## config.mk

```make
export PLATFORM = sky130hd
export DESIGN_NAME = japanese_script_run_tokenizer
export DESIGN_NICKNAME = d
export VERILOG_FILES = /design/src/hw/rtl/jsrt_pkg.sv /design/src/hw/rtl/japanese_script_run_tokenizer.sv /design/src/hw/rtl/jsrt_front.sv /design/src/hw/rtl/jsrt_queue.sv
export SDC_FILE = /design/constraint.sdc
export NUM_CORES = 2
export LEC_CHECK = 0
export BUFFER_PORTS_ARGS = -buffer_cell sky130_fd_sc_hd__buf_2
export CORE_UTILIZATION = 25
export CTS_CLUSTER_SIZE = 28
export DETAILED_ROUTE_END_ITERATION = 12
export MAX_ROUTING_LAYER = met4
export PLACE_DENSITY = 0.34
export SYNTH_ARGS = -nofsm -noshare
export SYNTH_HDL_FRONTEND = slang
export SYNTH_HIERARCHICAL = 1
export SYNTH_SLANG_ARGS = --single-unit
```

## constraint.sdc

```tcl
create_clock -name i_clk -period 22.4 [get_ports i_clk]
set_clock_uncertainty 0.15 [all_clocks]
set_input_delay 1.12 -clock i_clk [delete_from_list [all_inputs] [get_ports i_clk]]
set_output_delay 1.12 -clock i_clk [all_outputs]
set_load 0.02 [all_outputs]
```

## src/hw/rtl/jsrt_pkg.sv

```systemverilog
`timescale 1ns / 1ps
package jsrt_pkg;

    localparam int unsigned PREFIX_UNITS = 3;
    localparam logic [15:0] POS_CAP      = 16'hFFFF;
    localparam int unsigned QUEUE_DEPTH  = 4;
    localparam int unsigned MAX_RES      = 4;
    localparam int unsigned N_PART       = 33;

    localparam logic [2:0] K_KANJI = 3'd0;
    localparam logic [2:0] K_HIRA  = 3'd1;
    localparam logic [2:0] K_KATA  = 3'd2;
    localparam logic [2:0] K_LATIN = 3'd3;
    localparam logic [2:0] K_DIGIT = 3'd4;
    localparam logic [2:0] K_OTHER = 3'd5;

    localparam logic [15:0] LONG_VOWEL = 16'h30FC;

    // particle table: length and up to three units, first unit in the top bits
    localparam logic [1:0] P_LEN [0:N_PART-1] = '{
        2'd1, 2'd1, 2'd1, 2'd1, 2'd1, 2'd1, 2'd1, 2'd1, 2'd1, 2'd1, 2'd1,
        2'd1, 2'd1, 2'd1, 2'd2, 2'd2, 2'd3, 2'd3, 2'd1, 2'd1, 2'd1, 2'd2,
        2'd2, 2'd2, 2'd2, 2'd2, 2'd2, 2'd2, 2'd1, 2'd1, 2'd3, 2'd2, 2'd2
    };
    localparam logic [47:0] P_TAB [0:N_PART-1] = '{
        {16'h306F, 16'h0, 16'h0}, {16'h304C, 16'h0, 16'h0},
        {16'h3092, 16'h0, 16'h0}, {16'h306B, 16'h0, 16'h0},
        {16'h3067, 16'h0, 16'h0}, {16'h3068, 16'h0, 16'h0},
        {16'h3082, 16'h0, 16'h0}, {16'h3078, 16'h0, 16'h0},
        {16'h3084, 16'h0, 16'h0}, {16'h306E, 16'h0, 16'h0},
        {16'h304B, 16'h0, 16'h0}, {16'h306D, 16'h0, 16'h0},
        {16'h3088, 16'h0, 16'h0}, {16'h306A, 16'h0, 16'h0},
        {16'h3067, 16'h3059, 16'h0}, {16'h307E, 16'h3059, 16'h0},
        {16'h307E, 16'h3057, 16'h305F}, {16'h307E, 16'h305B, 16'h3093},
        {16'h3060, 16'h0, 16'h0}, {16'h305F, 16'h0, 16'h0},
        {16'h3066, 16'h0, 16'h0}, {16'h304B, 16'h3089, 16'h0},
        {16'h307E, 16'h3067, 16'h0}, {16'h3088, 16'h308A, 16'h0},
        {16'h306A, 16'h3069, 16'h0}, {16'h306E, 16'h3067, 16'h0},
        {16'h306E, 16'h306B, 16'h0}, {16'h3051, 16'h3069, 16'h0},
        {16'h3057, 16'h0, 16'h0}, {16'h3070, 16'h0, 16'h0},
        {16'h306A, 16'h304C, 16'h3089}, {16'h305F, 16'h308A, 16'h0},
        {16'h3063, 16'h3066, 16'h0}
    };

    typedef struct packed {
        logic [15:0]      pos;
        logic [2:0]       kind;
        logic [15:0]      start;
        logic [15:0]      units;
        logic [2:0][15:0] head;
        logic             kw;
        logic [15:0]      ks;
        logic [15:0]      ku;
    } t_st;

    typedef struct packed {
        logic [2:0][15:0] b;
        logic [2:0][15:0] l;
        logic [1:0]       n;
    } t_em;

    typedef struct packed {
        t_st st;
        t_em em;
    } t_res;

    // one queue entry: all results of one item
    typedef struct packed {
        logic [2:0]       n;
        logic [3:0][15:0] b;
        logic [3:0][15:0] l;
        logic             has;
        logic             last;
    } t_grp;

    function automatic logic [15:0] sat_add(logic [15:0] a, logic [15:0] b);
        logic [16:0] s;
        s = {1'b0, a} + {1'b0, b};
        return (s > {1'b0, POS_CAP}) ? POS_CAP : s[15:0];
    endfunction

    function automatic t_em em_add(t_em e, logic [15:0] b, logic [15:0] l);
        t_em r;
        r = e;
        if (e.n < 2'd3) begin
            r.b[e.n] = b;
            r.l[e.n] = l;
            r.n      = e.n + 2'd1;
        end
        return r;
    endfunction

    function automatic logic [2:0] classify(logic [20:0] cp);
        logic [2:0] k;
        k = K_OTHER;
        if (cp > 21'hFFFF) begin
            k = (cp >= 21'h20000 && cp <= 21'h3FFFF) ? K_KANJI : K_OTHER;
        end else if (cp == 21'h3005 || cp == 21'h3006 || cp == 21'h3007 ||
                     cp == 21'h303B || cp == 21'h30F5 || cp == 21'h30F6 ||
                     (cp >= 21'h4E00 && cp <= 21'h9FFF) ||
                     (cp >= 21'h3400 && cp <= 21'h4DBF) ||
                     (cp >= 21'hF900 && cp <= 21'hFAFF)) begin
            k = K_KANJI;
        end else if ((cp >= 21'h3041 && cp <= 21'h3096) ||
                     (cp >= 21'h3099 && cp <= 21'h309E)) begin
            k = K_HIRA;
        end else if ((cp >= 21'h30A1 && cp <= 21'h30FA) ||
                     (cp >= 21'h30FC && cp <= 21'h30FE) ||
                     (cp >= 21'h31F0 && cp <= 21'h31FF) ||
                     (cp >= 21'hFF66 && cp <= 21'hFF9F)) begin
            k = K_KATA;
        end else if ((cp >= 21'h41 && cp <= 21'h5A) || (cp >= 21'h61 && cp <= 21'h7A) ||
                     (cp >= 21'h00C0 && cp <= 21'h024F) ||
                     (cp >= 21'hFF21 && cp <= 21'hFF3A) ||
                     (cp >= 21'hFF41 && cp <= 21'hFF5A)) begin
            k = K_LATIN;
        end else if ((cp >= 21'h30 && cp <= 21'h39) ||
                     (cp >= 21'hFF10 && cp <= 21'hFF19)) begin
            k = K_DIGIT;
        end
        return k;
    endfunction

    function automatic logic is_particle(logic [2:0][15:0] h, logic [1:0] m);
        logic hit;
        hit = 1'b0;
        for (int i = 0; i < N_PART; i++) begin
            if (P_LEN[i] == m && P_TAB[i][47:32] == h[0] &&
                (m < 2'd2 || P_TAB[i][31:16] == h[1]) &&
                (m < 2'd3 || P_TAB[i][15:0] == h[2])) begin
                hit = 1'b1;
            end
        end
        return hit;
    endfunction

    function automatic t_res close_run(t_st s);
        t_res       r;
        logic [1:0] n;
        logic [1:0] plen;
        r.st   = s;
        r.em   = '0;
        n      = 2'd0;
        plen   = 2'd0;
        if (s.units != 16'd0) begin
            if (s.kind == K_KANJI) begin
                if (s.kw) begin
                    r.em = em_add(r.em, s.ks, s.ku);
                end
                r.st.kw = 1'b1;
                r.st.ks = s.start;
                r.st.ku = s.units;
            end else if (s.kind == K_HIRA && s.kw) begin
                n = (s.units > 16'(PREFIX_UNITS)) ? 2'(PREFIX_UNITS) : s.units[1:0];
                for (int m = 3; m >= 1; m--) begin
                    if (plen == 2'd0 && 2'(m) <= n && is_particle(s.head, 2'(m))) begin
                        plen = 2'(m);
                    end
                end
                if (plen != 2'd0) begin
                    r.em = em_add(r.em, s.ks, s.ku);
                    r.em = em_add(r.em, s.start, {14'd0, plen});
                    if ({14'd0, plen} < s.units) begin
                        r.em = em_add(r.em, sat_add(s.start, {14'd0, plen}),
                                      s.units - {14'd0, plen});
                    end
                end else if (s.units <= 16'd3) begin
                    r.em = em_add(r.em, s.ks, sat_add(s.ku, s.units));
                end else begin
                    r.em = em_add(r.em, s.ks, sat_add(s.ku, 16'd1));
                    r.em = em_add(r.em, sat_add(s.start, 16'd1), s.units - 16'd1);
                end
                r.st.kw = 1'b0;
            end else begin
                if (s.kw) begin
                    r.em = em_add(r.em, s.ks, s.ku);
                end
                r.st.kw = 1'b0;
                if (s.kind != K_OTHER) begin
                    r.em = em_add(r.em, s.start, s.units);
                end
            end
        end
        r.st.units = 16'd0;
        r.st.kind  = K_OTHER;
        return r;
    endfunction

    function automatic t_res take_point(t_st s, logic [20:0] cp, logic [15:0] step);
        t_res       r;
        logic [2:0] k;
        k = classify(cp);
        if (cp == {5'd0, LONG_VOWEL} && s.units != 16'd0 && s.kind == K_HIRA) begin
            k = K_HIRA;
        end
        r.st = s;
        r.em = '0;
        if (s.units != 16'd0 && k != s.kind) begin
            r = close_run(s);
        end
        if (r.st.units == 16'd0) begin
            r.st.start = r.st.pos;
            r.st.kind  = k;
        end
        if (r.st.units < 16'd3) begin
            r.st.head[r.st.units[1:0]] = cp[15:0];
        end
        r.st.units = sat_add(r.st.units, step);
        r.st.pos   = sat_add(r.st.pos, step);
        return r;
    endfunction

endpackage

```

## src/hw/rtl/japanese_script_run_tokenizer.sv

```systemverilog
`timescale 1ns / 1ps
// channel   ports                                                   beat taken when
// input     i_code_unit, i_last_unit                                push && !full
// result    o_token_begin, o_token_length, o_has_token,
//           o_last_of_text                                          pop && !empty
//
// one code unit per cycle unless full: the front classifies it and updates run state
// the results of one unit (up to four) go as one entry into a four-deep queue
// the back hands out one result beat per cycle from the head entry while popped
// full rises only when four entries wait; either side may stall freely
// synchronous active-low reset empties the queue and clears all run state
module japanese_script_run_tokenizer
    import jsrt_pkg::*;
(
    input  logic        i_clk,
    input  logic        i_rst_n,
    input  logic        push,
    output logic        full,
    input  logic [15:0] i_code_unit,
    input  logic        i_last_unit,
    output logic        empty,
    input  logic        pop,
    output logic [15:0] o_token_begin,
    output logic [15:0] o_token_length,
    output logic        o_has_token,
    output logic        o_last_of_text
);

    logic c_take;
    logic c_wr;
    t_grp c_grp;

    // a unit is taken whenever it is pushed and there is room for its results
    assign c_take = push && !full;

    jsrt_front u_front (
        .i_clk       (i_clk),
        .i_rst_n     (i_rst_n),
        .i_take      (c_take),
        .i_code_unit (i_code_unit),
        .i_last_unit (i_last_unit),
        .o_wr        (c_wr),
        .o_grp       (c_grp)
    );

    jsrt_queue u_queue (
        .i_clk    (i_clk),
        .i_rst_n  (i_rst_n),
        .i_wr     (c_wr),
        .i_grp    (c_grp),
        .o_full   (full),
        .o_empty  (empty),
        .i_pop    (pop),
        .o_begin  (o_token_begin),
        .o_length (o_token_length),
        .o_has    (o_has_token),
        .o_last   (o_last_of_text)
    );

endmodule

```

## src/hw/rtl/jsrt_front.sv

```systemverilog
`timescale 1ns / 1ps
module jsrt_front
    import jsrt_pkg::*;
(
    input  logic        i_clk,
    input  logic        i_rst_n,
    input  logic        i_take,
    input  logic [15:0] i_code_unit,
    input  logic        i_last_unit,
    output logic        o_wr,
    output t_grp        o_grp
);

    t_st         r_st;
    logic        r_held_v;
    logic [15:0] r_held_u;
    t_st         n_st;
    logic        n_held_v;
    logic [15:0] n_held_u;

    t_res        c_a;
    t_res        c_b;
    t_res        c_c;
    t_st         c_s;
    t_em         c_fl;
    logic        c_done;
    logic        c_use_a;
    logic        c_use_b;
    logic [20:0] c_pair;
    t_grp        c_g;
    logic [2:0]  c_cnt;

    always_comb begin
        c_pair   = 21'h10000 + ({5'd0, r_held_u - 16'hD800} << 10)
                   + {5'd0, i_code_unit - 16'hDC00};
        c_done   = 1'b0;
        c_use_a  = 1'b0;
        c_use_b  = 1'b0;
        n_held_v = 1'b0;
        n_held_u = r_held_u;
        c_a      = '{st: r_st, em: '0};
        if (r_held_v) begin
            c_use_a = 1'b1;
            if (i_code_unit >= 16'hDC00 && i_code_unit <= 16'hDFFF) begin
                c_a    = take_point(r_st, c_pair, 16'd2);
                c_done = 1'b1;
            end else begin
                c_a = take_point(r_st, {5'd0, r_held_u}, 16'd1);
            end
        end
        c_b = '{st: c_a.st, em: '0};
        if (!c_done) begin
            if (i_code_unit >= 16'hD800 && i_code_unit <= 16'hDBFF && !i_last_unit) begin
                n_held_v = 1'b1;
                n_held_u = i_code_unit;
            end else begin
                c_use_b = 1'b1;
                c_b     = take_point(c_a.st, {5'd0, i_code_unit}, 16'd1);
            end
        end
        c_c  = '{st: c_b.st, em: '0};
        c_fl = '0;
        if (i_last_unit) begin
            c_c = close_run(c_b.st);
            if (c_c.st.kw) begin
                c_fl = em_add(c_fl, c_c.st.ks, c_c.st.ku);
            end
        end
        c_s = c_c.st;

        // gather results in order, at most four per item
        c_g   = '0;
        c_cnt = 3'd0;
        for (int i = 0; i < 3; i++) begin
            if (c_use_a && 2'(i) < c_a.em.n && c_cnt < 3'(MAX_RES)) begin
                c_g.b[c_cnt[1:0]] = c_a.em.b[i];
                c_g.l[c_cnt[1:0]] = c_a.em.l[i];
                c_cnt = c_cnt + 3'd1;
            end
        end
        for (int i = 0; i < 3; i++) begin
            if (c_use_b && 2'(i) < c_b.em.n && c_cnt < 3'(MAX_RES)) begin
                c_g.b[c_cnt[1:0]] = c_b.em.b[i];
                c_g.l[c_cnt[1:0]] = c_b.em.l[i];
                c_cnt = c_cnt + 3'd1;
            end
        end
        for (int i = 0; i < 3; i++) begin
            if (i_last_unit && 2'(i) < c_c.em.n && c_cnt < 3'(MAX_RES)) begin
                c_g.b[c_cnt[1:0]] = c_c.em.b[i];
                c_g.l[c_cnt[1:0]] = c_c.em.l[i];
                c_cnt = c_cnt + 3'd1;
            end
        end
        if (c_fl.n != 2'd0 && c_cnt < 3'(MAX_RES)) begin
            c_g.b[c_cnt[1:0]] = c_fl.b[0];
            c_g.l[c_cnt[1:0]] = c_fl.l[0];
            c_cnt = c_cnt + 3'd1;
        end
        c_g.has  = (c_cnt != 3'd0);
        c_g.last = i_last_unit;
        c_g.n    = (c_cnt == 3'd0) ? 3'd1 : c_cnt;

        n_st = c_s;
        if (i_last_unit) begin
            n_st      = '0;
            n_st.kind = K_OTHER;
            n_held_v  = 1'b0;
            n_held_u  = 16'd0;
        end
    end

    assign o_wr  = i_take && (c_cnt != 3'd0 || i_last_unit);
    assign o_grp = c_g;

    always_ff @(posedge i_clk) begin
        if (!i_rst_n) begin
            r_st     <= '{kind: K_OTHER, default: '0};
            r_held_v <= 1'b0;
            r_held_u <= 16'd0;
        end else if (i_take) begin
            r_st     <= n_st;
            r_held_v <= n_held_v;
            r_held_u <= n_held_u;
        end
    end

endmodule

```

## src/hw/rtl/jsrt_queue.sv

```systemverilog
`timescale 1ns / 1ps
module jsrt_queue
    import jsrt_pkg::*;
(
    input  logic        i_clk,
    input  logic        i_rst_n,
    input  logic        i_wr,
    input  t_grp        i_grp,
    output logic        o_full,
    output logic        o_empty,
    input  logic        i_pop,
    output logic [15:0] o_begin,
    output logic [15:0] o_length,
    output logic        o_has,
    output logic        o_last
);

    t_grp       r_q [QUEUE_DEPTH];
    logic [1:0] r_wr;
    logic [1:0] r_rd;
    logic [2:0] r_cnt;
    logic [1:0] r_sub;
    t_grp       c_h;
    logic       c_pop;
    logic       c_end;

    assign c_h      = r_q[r_rd];
    assign o_full   = (r_cnt == 3'(QUEUE_DEPTH));
    assign o_empty  = (r_cnt == 3'd0);
    assign c_pop    = i_pop && !o_empty;
    assign c_end    = ({1'b0, r_sub} == c_h.n - 3'd1);
    assign o_begin  = c_h.b[r_sub];
    assign o_length = c_h.l[r_sub];
    assign o_has    = c_h.has;
    assign o_last   = c_h.last && c_end;

    always_ff @(posedge i_clk) begin
        if (i_wr) begin
            r_q[r_wr] <= i_grp;
        end
    end

    always_ff @(posedge i_clk) begin
        if (!i_rst_n) begin
            r_wr  <= 2'd0;
            r_rd  <= 2'd0;
            r_cnt <= 3'd0;
            r_sub <= 2'd0;
        end else begin
            if (i_wr) begin
                r_wr <= r_wr + 2'd1;
            end
            if (c_pop) begin
                if (c_end) begin
                    r_rd  <= r_rd + 2'd1;
                    r_sub <= 2'd0;
                end else begin
                    r_sub <= r_sub + 2'd1;
                end
            end
            r_cnt <= r_cnt + {2'd0, i_wr} - {2'd0, c_pop && c_end};
        end
    end

endmodule

```

==> metrics.yaml <==
die_x_um: 509
place_congestion: 1.00
finalNonFillerCells: 11200
hold_buffers: 0
place_hpwl_mm: 305
finalHoldViolCount: 0
num_rows: 185
syn_area_um2: 64400
combinationalPowerShare_pct: 27.9
yosysTopAreaCell: "edfxtp_1"
p_switching_mw: 1.48
syn_avg_cell_area_um2: 8.08
fin_crit_sh_pct: 89.7
maxCapViolations: 0
final_area_um2: 72000
area_growth_pct: 11.9
syn_inst: 7970
synth_area_leaders: "edfxtp_1 25%, mux4_2 5.7%, a21oi_1 5.7%, dfxtp_1 5.0%, nand2_1 4.7%"
start_kind: "flip-flop"
final_common_cell: "nand2_1"
htreeDepth: 3
synth-edff-count: 532
power_switching_share_pct: 36.0
max_stage_delay_ns: 0.92
drc_errors: 0
port_buffers: 56
grt-ovfl-total: 0
ys.flop_type: "edfxtp_1"
ir_drop_v: 0.0000617
core_region_area_um2: 255000
root_buffer: "clkbuf_16"
pin_count: 57
dp_cells: 11100
grt_pass1_wl_mm: 556
clkPwrFrac_pct: 35.6
grtUsageTotal_pct: 31.2
critPathKind: "reg2reg"
cp-end-kind: "flip-flop"
grt_max_degree: 79
yosysTopAreaCellShare_pct: 24.8
insertion_delay_ns: 0.79
drtPass1Iterations: 6
worst_pin_slew_ns: 1.32
crit_buf_inv: 9
synth_nets: 8146
path_clk_slew_ns: 0.07
min_path_type: "reg2reg"
tns_ns: 0
nets: 7953
numCtsBuffers: 88
setup_viol: 0
rsz0062_at_grt: "false"
ctsResizeCount: 0
crit_fanout: 72
routedWlPerCell_um: 35.9
yosys_warnings: 6
async_reset_ff_share_pct: 0
hold_slack_ns: 0.313
placed_area_um2: 69100
slew_headroom_pct: 11.2
pwr_density_cell_nw_per_um2: 56.9
p_total_mw: 4.10
antenna_left: 0
synth_cell_type_count: 130
p_int_mw: 2.62
via_count: 68700
fp.dieH_um: 509
leakage_nw: 23.6
drive_gt1_share_pct: 11.7
worstPathRequired_ns: 22.62
start_util_pct: 25.2
totalWireLength_mm: 403
vias_per_cell: 6.13
path_delay_family: "compound AO/OA/AOI/OAI gates"
drt_iter0_drc: 8071
die_area_um2: 259000
cts_sinks: 692
synth-seq-cells: 692
antenna_found_initial: 17
cts_buffer_depth: 3
grt_pass1_vias: 65000
cts_tree: "done"
yosysSeqAreaShare_pct: 29.8
final.min_clock_period_ns: 20.09
drv_slew: 0
seqPwrFrac_pct: 36.5
layout_common_cells: "797 x nand2_1, 777 x nor2_1, 726 x a21oi_1"
fmax_ghz: 0.0498
postCtsSetupBuffers: 0
cp.arrival_ns: 20.31
outcome: "finished clean"
cp_slowest_cell: "a22oi_2"
-- cells in the mapped netlist (all sizes together) (149+ instances only) --
cell type,count
a211oi,195
dfxtp,160
mux4,163
nand3,309
edfxtp,532
nor3,267
o21ai,490
xnor2,183
o211ai,194
nand2,802
buf,149
a21oi,732
nor2b,153
inv,214
nor2,790
clkbuf,535
-- worst paths after layout --
kind	startpoint	to	slack (ns)	depth (start not counted)
worst max-delay path	u_front/r_held_u[0]	u_queue/r_q[0][107]	2.31	67
worst max register to register	u_front/r_held_u[0]	u_queue/r_q[0][107]	2.31	67
worst min-delay path	u_queue/r_rd[1]	flip-flop	0.31	2
worst min register to register	u_queue/r_rd[1]	flip-flop	0.31	2
-- power groups by stage --
stage,sequential [mW],clock [mW],combinational (mW)
6_report,1.50,1.46,1.14
5_1_grt,1.50,1.55,1.20
2_1_floorplan,1.50,0,0.677
3_3_place_gp,1.52,0,1.14
4_1_cts,1.50,1.51,1.14
3_5_place_dp,1.52,0,1.14
-- layer usage --
metal / track usage [%] / up-vias / share of wire (%)
li1: - / 29900 / -
met1: 40.7 / 34800 / 43
met2: 47.6 / 3398 / 45
met3: 4.29 / 701 / 6.8
met4: 14.1 / 0 / 5.2
met5: - / - / 0
-- state kept, by name (all words and copies together) (netlist names), named ones only --
name              count
u_queue/r_q         532
u_front/r_st        132
u_front/r_held_u     16
u_queue/r_cnt         3
u_queue/r_rd          2
u_queue/r_sub         2
u_queue/r_wr          2
u_front/r_held_v      1
-- through the flow --
stage	utilization (%)	worst slack, ns
6_report	28.2	2.31
5_1_grt	28.2	1.22
4_1_cts	28.2	2.60
3_5_place_dp	27.1	1.89
3_3_place_gp	27.1	2.23
2_1_floorplan	-	2.17
-- layout make-up --
class                      count  area [µm²]
antenna                       15        37.5
clock buffer                 102        2270
clock inverter                54         608
fill                       27600      183000
inverter                     220         828
multi-input combinational   6374       41900
sequential                   692       19200
tap                         3366        4210
timing repair buffer         401        2980
-- logic make-up after synthesis --
logic type | count (synthesis) | synth area share [%]
multiplexers | 309 | 8.05
AO/OA/AOI/OAI | 2686 | 27.6
adder cells (fa/ha/maj) | 155 | 3.14
buffers and inverters | 904 | 5.66
XOR/XNOR | 227 | 3.11
AND/OR/NAND/NOR | 2997 | 22.6
flip-flops | 692 | 29.8
-- worst min-delay path: cells and delay by family (launching register included) --
kind / cells / cell delay, ns
DFF: 1 / 0.30
muxes: 1 / 0.07
and+or+nand+nor: 1 / 0.05
No activity file was read; power rests on OpenSTA's default activity.
